<file path="config.mk">
export PLATFORM = sky130hd
export DESIGN_NAME = qla_ctrl
export DESIGN_NICKNAME = d
export VERILOG_FILES = /design/src/rtl/qla_pkg.sv /design/src/rtl/qla_ctrl.sv
export SDC_FILE = /design/constraint.sdc
export NUM_CORES = 1
export LEC_CHECK = 0
export ABC_AREA = 1
export BUFFER_PORTS_ARGS = -buffer_cell sky130_fd_sc_hd__buf_4
export CAP_MARGIN = 0
export CORE_MARGIN = 2
export CORE_UTILIZATION = 51
export DETAILED_ROUTE_END_ITERATION = 8
export GPL_ROUTABILITY_DRIVEN = 0
export PLACE_DENSITY = 0.79
export RECOVER_POWER = 50
export SYNTH_ARGS = -nofsm -noshare
export SYNTH_HDL_FRONTEND = slang
export SYNTH_SLANG_ARGS = --single-unit
</file>
<file path="constraint.sdc">
create_clock -name clk -period 1.4 [get_ports clk]
set_input_delay 0.21 -clock clk [delete_from_list [all_inputs] [get_ports clk]]
set_output_delay 0.21 -clock clk [all_outputs]
set_load 0.05 [all_outputs]
</file>
<file path="src/rtl/qla_pkg.sv">
// Shared types and constants for the tabular Q-learning agent.
// Used by every module of the block; depends on nothing.
package qla_pkg;

	localparam int NUM_STATES_DEF  = 9;
	localparam int NUM_ACTIONS_DEF = 3;
	localparam int FRAC_BITS_DEF   = 16;

	localparam int INT_BITS        = 16;
	localparam int LEARN_RATE_PCT  = 2;
	localparam int EXPLORE_PCT     = 1;
	localparam int CFG_IDX_W       = 2;

	typedef enum logic [1:0] {
		KIND_LOAD  = 2'd0,
		KIND_START = 2'd1,
		KIND_STEP  = 2'd2
	} kind_t;

	typedef enum logic [CFG_IDX_W-1:0] {
		REG_LEARN_RATE = 2'd0,
		REG_DISCOUNT   = 2'd1,
		REG_EXPLORE    = 2'd2
	} reg_idx_t;

	typedef struct packed {
		logic capture;
		logic load_wr;
		logic rd_old;
		logic rd_row;
		logic upd_wr;
		logic emit;
	} cmd_t;

	typedef struct packed {
		logic is_load;
		logic is_start;
		logic is_step;
		logic ld_ok;
		logic st_ok;
		logic explore;
		logic col_last;
		logic same_row;
	} sts_t;

endpackage

</file>
<file path="src/rtl/qla_ctrl.sv">
// Sequencer for the Q-learning agent: steps items through decode, row scan,
// update arithmetic and result hand-off as their kind needs. Depends on qla_pkg.
module qla_ctrl (
	input  logic          clk,
	input  logic          arst_n,
	input  logic          in_valid,
	output logic          in_ready,
	input  logic          out_free,
	input  qla_pkg::sts_t sts,
	output qla_pkg::cmd_t cmd
);

	typedef enum logic [10:0] {
		S_IDLE     = 11'b000_0000_0001,
		S_DECODE   = 11'b000_0000_0010,
		S_OLD      = 11'b000_0000_0100,
		S_SCAN     = 11'b000_0000_1000,
		S_SCAN_END = 11'b000_0001_0000,
		S_MUL1     = 11'b000_0010_0000,
		S_MUL2     = 11'b000_0100_0000,
		S_MUL3     = 11'b000_1000_0000,
		S_MUL4     = 11'b001_0000_0000,
		S_WRITE    = 11'b010_0000_0000,
		S_DONE     = 11'b100_0000_0000
	} state_t;

	state_t state_q, state_d;
	logic   pass_q, pass_d;

	always_comb begin
		state_d  = state_q;
		pass_d   = pass_q;
		cmd      = '0;
		in_ready = 1'b0;
		unique case (state_q)
			S_IDLE: begin
				in_ready = 1'b1;
				if (in_valid) begin
					cmd.capture = 1'b1;
					state_d     = S_DECODE;
				end
			end
			S_DECODE: begin
				pass_d = 1'b0;
				if (sts.is_load) begin
					cmd.load_wr = sts.ld_ok;
					state_d     = S_IDLE;
				end else if (sts.st_ok && sts.is_step) begin
					state_d = S_OLD;
				end else if (sts.st_ok && sts.is_start) begin
					state_d = sts.explore ? S_DONE : S_SCAN;
				end else begin
					state_d = S_IDLE;
				end
			end
			S_OLD: begin
				cmd.rd_old = 1'b1;
				state_d    = S_SCAN;
			end
			S_SCAN: begin
				cmd.rd_row = 1'b1;
				if (sts.col_last) begin
					state_d = S_SCAN_END;
				end
			end
			S_SCAN_END: begin
				state_d = (pass_q || sts.is_start) ? S_DONE : S_MUL1;
			end
			S_MUL1: state_d = S_MUL2;
			S_MUL2: state_d = S_MUL3;
			S_MUL3: state_d = S_MUL4;
			S_MUL4: state_d = S_WRITE;
			S_WRITE: begin
				cmd.upd_wr = 1'b1;
				if (sts.same_row && !sts.explore) begin
					pass_d  = 1'b1;
					state_d = S_SCAN;
				end else begin
					state_d = S_DONE;
				end
			end
			S_DONE: begin
				if (out_free) begin
					cmd.emit = 1'b1;
					state_d  = S_IDLE;
				end
			end
			default: state_d = S_IDLE;
		endcase
	end

	always_ff @(posedge clk or negedge arst_n) begin
		if (!arst_n) begin
			state_q <= S_IDLE;
			pass_q  <= 1'b0;
		end else begin
			state_q <= state_d;
			pass_q  <= pass_d;
		end
	end

endmodule

</file>
==> metrics.cfg, run 1 <==
[status]
status = complete, but fails checks
violations = setup timing

[clocking]
cts.path.max_buffers = 2
cts_tree = built
clk_latency_ns = 0.29
clk_pin_slew_ns = 0.09
cts.sink_count = 12
h-tree-depth = 1
cts_root_buffer = clkbuf_4
cts_buffers = 3

[setup_path]
crit_path_start_kind = flip-flop
worstPathRequired_ns = 1.19
worstReg2RegEnd = state_q[0]
criticalPathCategory = flip-flop to output port
worst_ep_arrival_time_ns = 1.70
endpoint_kind = output port
path_max_fanout = 5
startpoint = state_q[4]
reg2reg_from = state_q[4]
regToRegSetupSlack_ns = -0.40
worst_r2r_path_depth = 10

[run]
maxCapViolations = 0

[pwr]
power.density_nw_per_um2 = 1088
ir_drop_uv = 760.9
finalPower_mw = 1.464
p_leak_nw = 0.7551

[min_path]
min_to = state_q[5]
min_path_type = primary input to flip-flop
whs_path_depth = 2
min_from = sts[6]

[yosys]
synth.ff_latch_count = 12
synth_edf_count = 0
synthArstFlopShare = 1.000
ys_types = 22
synth_area_um2 = 774.5
yosysWarnings = 0
seq_area_frac_synth = 0.3893
syn_avg_cell_area_um2 = 6.620
yosys_most_used_dff = dfrtp_1
yosysTopAreaCell = dfrtp_1
synth.area.top_cells = dfrtp_1, nand2_1, inv_1
syn_inst = 117
synth.most_common_cell = nand2_1
yosysTopAreaCellShare = 0.3554
syn-num-nets = 129
synth_commonest_cells = nand2_1, inv_1, nor2_1

[layout]
final_cell_area_um2 = 1346
diodes = 0
utilization = 0.9150
finalNetCount = 182
area_delta_synth_final_pct = 73.83
layout-drive-gt1-share = 0.5089

[sta]
rsz0062_at_grt = yes
max_slew_margin = 0.5436
drv_slew = 0
period_needed_ns = 1.908
fin_worst_skew_ns = 0.008215
hold_viol = 0
setup-violations-final = 14
tightest_slew_ns = 0.6846
fin_crit_sh = 1.363
max_freq_mhz = 524.0
setup_ws_ns = -0.5084

[placement]
postPlaceCellArea_um2 = 1046
post-place-ws_ns = -0.1001
hpwl_um = 1535
port-buffer-count = 18

[global_route]
grt_start_max_net_pins = 13
grt_overflow = 0
antenna_found_initial = 0
grt_pass1_wl_um = 4519
grtUsageTotal = 0.3419
grt_pass1_vias = 1042

[detailed_routing]
finalWirelength_um = 3673
drtIter0Drc = 60
antenna_left = 0
firstDrtPassIters = 5
vias_per_cell = 5.946
num_vias = 1100
post_drt_wl_per_cell_um = 19.85
drc_errors = 0

[floorplan]
dieWidth_um = 42.97
placementRows = 14
start_util = 0.5264
die-area_um2 = 1846
core_um2 = 1471
io_pins = 19
die_h_um = 42.97

## cells in the final DEF (no fill, tap or decap), types with 2 or more instances in the layout
cell type / netlist / final
buf_4: 1 / 37
nand2_1: 29 / 23
inv_1: 23 / 20
nor2_1: 22 / 14
dfrtp_1: 11 / 11
nor2_2: 3 / 7
nand2_2: 3 / 7
buf_6: 0 / 7
nor2_4: 1 / 5
nor3_1: 6 / 5
nand3_1: 5 / 4
clkinvlp_4: 0 / 3
nand2_4: 1 / 3
clkbuf_4: 0 / 3
buf_8: 0 / 3
nand4_1: 2 / 2
a21oi_2: 1 / 2
## power by group
part,leakage (nW),switching (mW),total (mW),internal (mW)
logic,0.571,0.462,0.739,0.277
clock network,0.0210,0.148,0.306,0.158
registers,0.163,0.0316,0.419,0.387
total,0.755,0.641,1.46,0.823
## cell families after synthesis
kind of cell / count (synthesis) / share of synthesized area
buf+inv: 26 / 0.1325
simple gates: 75 / 0.4427
flops: 12 / 0.3893
compound gates: 4 / 0.03553
## metal layers
layer  vias up  GRT usage  share of wire
met1       509     0.3629           0.35
met4         0     0.2667          0.085
li1        456          -              -
met2        97     0.5970           0.47
met3        38    0.04681          0.096
met5         -          0              0
## state kept, by name, indices dropped and copies added (netlist names)
signal,flops
state_q,11
pass_q,1
## how the worst max path moves through the flow
| stage | end | slack (ns) | depth (start not counted) |
|---|---|---|---|
| finish | cmd[2] | -0.51 | 7 |
| global route | cmd[2] | -0.54 | 7 |
| CTS | cmd[4] | -0.33 | 9 |
| detailed placement | cmd[5] | -0.10 | 6 |
| global placement | cmd[5] | -0.07 | 6 |
| floorplan | state_q[0] | -0.05 | 8 |
## repair_timing
action                                  CTS  global route
endpoints found under the hold margin    12             0
resized for setup                        24            10
hold buffers                              1             0
pin swaps                                 5             7
endpoints found under the setup margin    9            13
setup buffers                            11             8
## layout make-up
type	count	area [µm²]
inverters	25	106.4
fillers	67	125.1
clock buffers	4	36.28
well taps	16	20.02
multi-input cells	79	466.7
repair buffers	49	415.4
flip-flops and latches	12	301.5
## stage by stage
| step | instances | hold slack [ns] | setup TNS, ns |
|---|---|---|---|
| floorplan | 117 | -0.08559 | -0.1027 |
| global placement | 162 | 0.05706 | -0.2590 |
| detailed placement | 162 | 0.05862 | -0.3871 |
| CTS | 178 | 0.1004 | -2.320 |
| global route | 185 | 0.1110 | -4.917 |
| finish | 185 | 0.1053 | -4.359 |
## worst max-delay path: stages, from the launching register on
cell and delay (ns):
dfrtp_1 0.41, nor2_2 0.16, nand2_2 0.11, nor2_4 0.24, buf_4 0.17, nand2_2 0.08
clkinvlp_4 0.10, buf_8 0.14
Power figures use the tool's default switching activity.
==> run 2: changes to the inputs <==
- RECOVER_POWER: 50 -> 100
- REMOVE_ABC_BUFFERS: unset -> 1
==> run 2 against run 1 <==
Effect of this change:
- sequential share of layout area grew 1.5 points
- largest power group unchanged
- fmax grew 7.2%
- register-to-register slack gained 0.06 ns
- combinational power shrank 9.1%
- the flow still finishes with violations (setup timing)
- power shrank 5.1%
- highest routed layer unchanged
==> metrics.cfg, run 2 (synthesized netlist as in run 1, its figures left out) <==
[sta]
period_needed_ns = 1.780
rsz0062_at_grt = yes
setup_ws_ns = -0.3802
tightest_slew_ns = 0.7030
fin_crit_sh = 1.272
max_freq_mhz = 561.7
setup-tns-final_ns = -3.092
fin_worst_skew_ns = 0.01004
setup-violations-final = 12
drv_slew = 0
max_slew_margin = 0.5314
hold_viol = 0

[min_path]
min_from = sts[6]
whs_path_depth = 2
min_path_type = primary input to flip-flop
min_to = state_q[5]

[layout]
area_delta_synth_final_pct = 62.68
diodes = 0
regMostFlops = state_q
utilization = 0.8563
largest_reg_flops = 11
final_common_cell = buf_4
finalNetCount = 177
final_cell_mix = buf_4, nand2_1, inv_1, nor2_1, dfrtp_1
layout-drive-gt1-share = 0.4451
largestRegisters = state_q x11, pass_q x1
fin_cells = 180

[clocking]
cts.path.max_buffers = 2
cts_buffers = 3
clk_latency_ns = 0.29
cts_root_buffer = clkbuf_4
cts.sink_count = 12
clk_pin_slew_ns = 0.08
cts_tree = built
h-tree-depth = 1

[setup_path]
criticalPathCategory = flip-flop to output port
worstPathRequired_ns = 1.19
endpoint_kind = output port
worst_ep_arrival_time_ns = 1.57
startpoint = state_q[5]
path_max_fanout = 6
worstReg2RegEnd = state_q[0]
crit_path_start_kind = flip-flop
reg2reg_from = state_q[5]
regToRegSetupSlack_ns = -0.34
worst_r2r_path_depth = 12

[floorplan]
core_um2 = 1471
placementRows = 14
die_h_um = 42.97
die-area_um2 = 1846
dieWidth_um = 42.97
start_util = 0.5264
io_pins = 19

[detailed_routing]
post_drt_wl_per_cell_um = 15.93
finalWirelength_um = 2867
firstDrtPassIters = 4
antenna_left = 0
num_vias = 1015
drc_errors = 0
vias_per_cell = 5.639
drtIter0Drc = 42

[global_route]
grt_overflow = 0
grt_pass1_vias = 979
antenna_found_initial = 0
grtUsageTotal = 0.2776
grt_pass1_wl_um = 3781
grt_start_max_net_pins = 13

[status]
violations = setup timing
status = complete, but fails checks

[placement]
hpwl_um = 1548
port-buffer-count = 18
place_inst = 161

[pwr]
finalPower_mw = 1.389
p_leak_nw = 0.7397
ir_drop_uv = 695.5
power.density_nw_per_um2 = 1103

[run]
maxCapViolations = 0

-- run 2: changes by cell type in the layout (fill, tap and decap cells not counted), moves of 2 or more --
cell / delta
nand2_1: +4
buf_4: -3
clkinvlp_4: -3
nand2_2: -3
inv_2: +2
-- run 2: per-stage QoR --
| stage | cell area (µm²) | setup slack [ns] | hold WS [ns] |
|---|---|---|---|
| floorplan | 767.0 | -0.3850 | -0.08559 |
| global placement | 1005 | -0.09738 | 0.05691 |
| detailed placement | 1005 | -0.1088 | 0.05852 |
| CTS | 1172 | -0.3306 | 0.09528 |
| global route | 1260 | -0.4180 | 0.1105 |
| finish | 1260 | -0.3802 | 0.1127 |
-- run 2: cell type report --
| cell class | instances | area [µm²] |
|---|---|---|
| clock buffers | 4 | 36.28 |
| fillers | 84 | 211.5 |
| inverters | 25 | 96.34 |
| multi-input cells | 79 | 439.2 |
| flip-flops and latches | 12 | 301.5 |
| well taps | 16 | 20.02 |
| repair buffers | 44 | 366.6 |
-- run 2: power by group --
group          total, mW  switching, mW  internal [mW]
Sequential         0.415         0.0277          0.387
Clock              0.302          0.143          0.159
Combinational      0.672          0.399          0.274
-- run 2: repair_timing --
item	CTS	global route
endpoints found under the hold margin	12	0
hold buffers	1	0
buffers inserted	9	5
resized for setup	18	13
pin swaps	4	4
endpoints found under the setup margin	8	13
-- run 2: layer usage --
layer / wire length, µm / share of wire / up-vias / GRT usage
met3: 256 / 0.089 / 27 / 0.07660
met2: 1458 / 0.51 / 82 / 0.4818
met4: 210 / 0.073 / 0 / 0.2182
met5: 0 / 0 / - / 0
li1: - / - / 451 / -
met1: 942 / 0.33 / 455 / 0.2722
-- run 2: critical path: stages (launching register included) --
cell	delay (ns)
dfrtp_1	0.41
nor2_4	0.14
nand2_2	0.08
nor2_4	0.19
nand2_1	0.13
nor2_1	0.15
buf_6	0.18
-- run 2: how the worst max path moves through the flow --
| stage | endpoint | slack [ns] | cells past startpoint |
|---|---|---|---|
| after CTS | cmd[4] | -0.33 | 8 |
| after global routing | cmd[2] | -0.42 | 6 |
| final | cmd[5] | -0.38 | 6 |
| after floorplan | cmd[4] | -0.39 | 7 |
| after global placement | cmd[4] | -0.1 | 8 |
| after detailed placement | cmd[4] | -0.11 | 8 |
==> run 3: changes to the inputs <==
- BUFFER_PORTS_ARGS: -buffer_cell sky130_fd_sc_hd__buf_4 -> -buffer_cell sky130_fd_sc_hd__buf_2
==> run 3 against run 2 <==
Effect of this change:
- the run still ends with setup timing left
- clock skew down 0.0075 ns
- register-to-register slack improved by 0.20 ns
- design area shrank 7.3%
- critical path depth unchanged
- sequential power about the same
- sequential share of layout area up 1.9 points
- die area did not move
- sequential cell count did not move
- power shrank 3.1%
- first-iteration DRC count decreased by 33%
- clock-buffer cell count stayed put
- largest power group unchanged
- highest routed layer unchanged
==> metrics.cfg, run 3 (synthesized netlist as in run 1, its figures left out) <==
[sta]
setup-violations-final = 9
max_freq_mhz = 569.4
hold_viol = 0
period_needed_ns = 1.756
whs_ns = 0.09767
drv_slew = 0
setup-tns-final_ns = -2.443
rsz0062_at_grt = yes
fin_crit_sh = 1.254
setup_ws_ns = -0.3562
tightest_slew_ns = 0.6907
max_slew_margin = 0.5395
fin_worst_skew_ns = 0.002517

[setup_path]
crit_top_cell = nor2_2
criticalPathCategory = flip-flop to output port
crit_path_start_kind = flip-flop
endpoint_kind = output port
cp_slowest_cell = dfrtp_1
worst_ep_arrival_time_ns = 1.55
path_cells = nor2_2, nand2_2, nor2_4, nand2_1, nor2_2, buf_6
worstPathRequired_ns = 1.19
path_max_fanout = 6
critPathMaxStageDelay_ns = 0.40
worst_r2r_path_depth = 10

[layout]
area_delta_synth_final_pct = 50.73
utilization = 0.7934
layout-drive-gt1-share = 0.4250
diodes = 0
final_cell_area_um2 = 1167
seqCellArea_um2 = 301.5
multiInputGateArea_um2 = 412.9
largestRegisters = state_q x11, pass_q x1
largest_reg_flops = 11
final_common_cell = nand2_1
finalNetCount = 173
regMostFlops = state_q
final_cell_mix = nand2_1, buf_4, inv_1, nor2_1, dfrtp_1
fill_cells = 103

[detailed_routing]
drtIter0Drc = 28
vias_per_cell = 4.977
antenna_left = 0
firstDrtPassIters = 4
finalWirelength_um = 2165
drc_errors = 0
post_drt_wl_per_cell_um = 12.30
num_vias = 876

[min_path]
whs_path_depth = 2
min_path_type = primary input to flip-flop

[floorplan]
io_pins = 19
die_h_um = 42.97
dieWidth_um = 42.97
placementRows = 14
start_util = 0.5264
core_um2 = 1471
die-area_um2 = 1846

[global_route]
grt_pass1_vias = 839
grtUsageTotal = 0.2571
grt_overflow = 0
antenna_found_initial = 0
grt_pass1_wl_um = 3477
grt_start_max_net_pins = 13

[status]
violations = setup timing
status = complete, but fails checks

[clocking]
clk_pin_slew_ns = 0.09
cts_buffers = 3
cts.sink_count = 12
h-tree-depth = 1
cts.path.max_buffers = 2
cts_tree = built
cts_root_buffer = clkbuf_4
clk_latency_ns = 0.29

[placement]
hpwl_um = 1395
postPlaceCellArea_um2 = 982.2
port-buffer-count = 18

[pwr]
p_leak_nw = 0.7054
power.density_nw_per_um2 = 1153
ir_drop_uv = 801.7

[run]
maxCapViolations = 0

run 3: changes by cell type in the layout (fill, tap and decap cells not counted), moves of 2 or more:
cell | previous run | this run
nand3_1 | 3 | 5
buf_4 | 34 | 22
nor2_2 | 6 | 8
nor2_4 | 5 | 3
buf_2 | 0 | 10
run 3: worst paths after layout:
kind | start | to | slack (ns)
worst min register to register | pass_q | state_q[5] | 0.46
max in group asynchronous | arst_n | state_q[9] | 0.49
min in group asynchronous | arst_n | pass_q | 0.48
worst max register to register | state_q[10] | state_q[0] | -0.14
worst min-delay path | sts[6] | state_q[5] | 0.1
worst max-delay path | state_q[10] | cmd[5] | -0.36
run 3: critical path, delay by kind of cell (launching register included):
family                 cells  cell delay (ns)
AND/OR/NAND/NOR            5             0.68
flip-flops                 1             0.40
buffers and inverters      1             0.17
run 3: area by class of cell:
cell class / count / share of cell area
clock buffer: 4 / 0.03108
timing repair buffer: 40 / 0.2572
inverter: 25 / 0.08253
multi-input combinational: 79 / 0.3537
sequential: 12 / 0.2583
tap: 16 / 0.01715
run 3: per-layer routing:
layer	track usage	up-vias	part of all wire
met1	0.3234	389	0.44
met5	0	-	0
li1	-	444	-
met4	0.1576	0	0.039
met3	0.03404	11	0.030
met2	0.4152	32	0.49
run 3: report_power, final:
part | switching, mW | internal [mW]
clock | 0.145 | 0.159
sequential | 0.0260 | 0.387
combinational | 0.383 | 0.246
run 3: timing repair:
| action | 4_1_cts | 5_1_grt |
|---|---|---|
| pin swaps | 4 | 3 |
| buffers inserted | 5 | 2 |
| hold endpoints to repair | 11 | 0 |
| setup endpoints to repair | 8 | 12 |
| resized for setup | 20 | 11 |
| hold buffers | 1 | 0 |
run 3: stage by stage:
stage	power, mW	instances	setup slack (ns)
after floorplan	0.7564	116	-0.3850
after global placement	0.9060	164	-0.1212
after detailed placement	0.9171	164	-0.1535
after CTS	1.264	174	-0.3382
after global routing	1.398	176	-0.4274
final	1.346	176	-0.3562
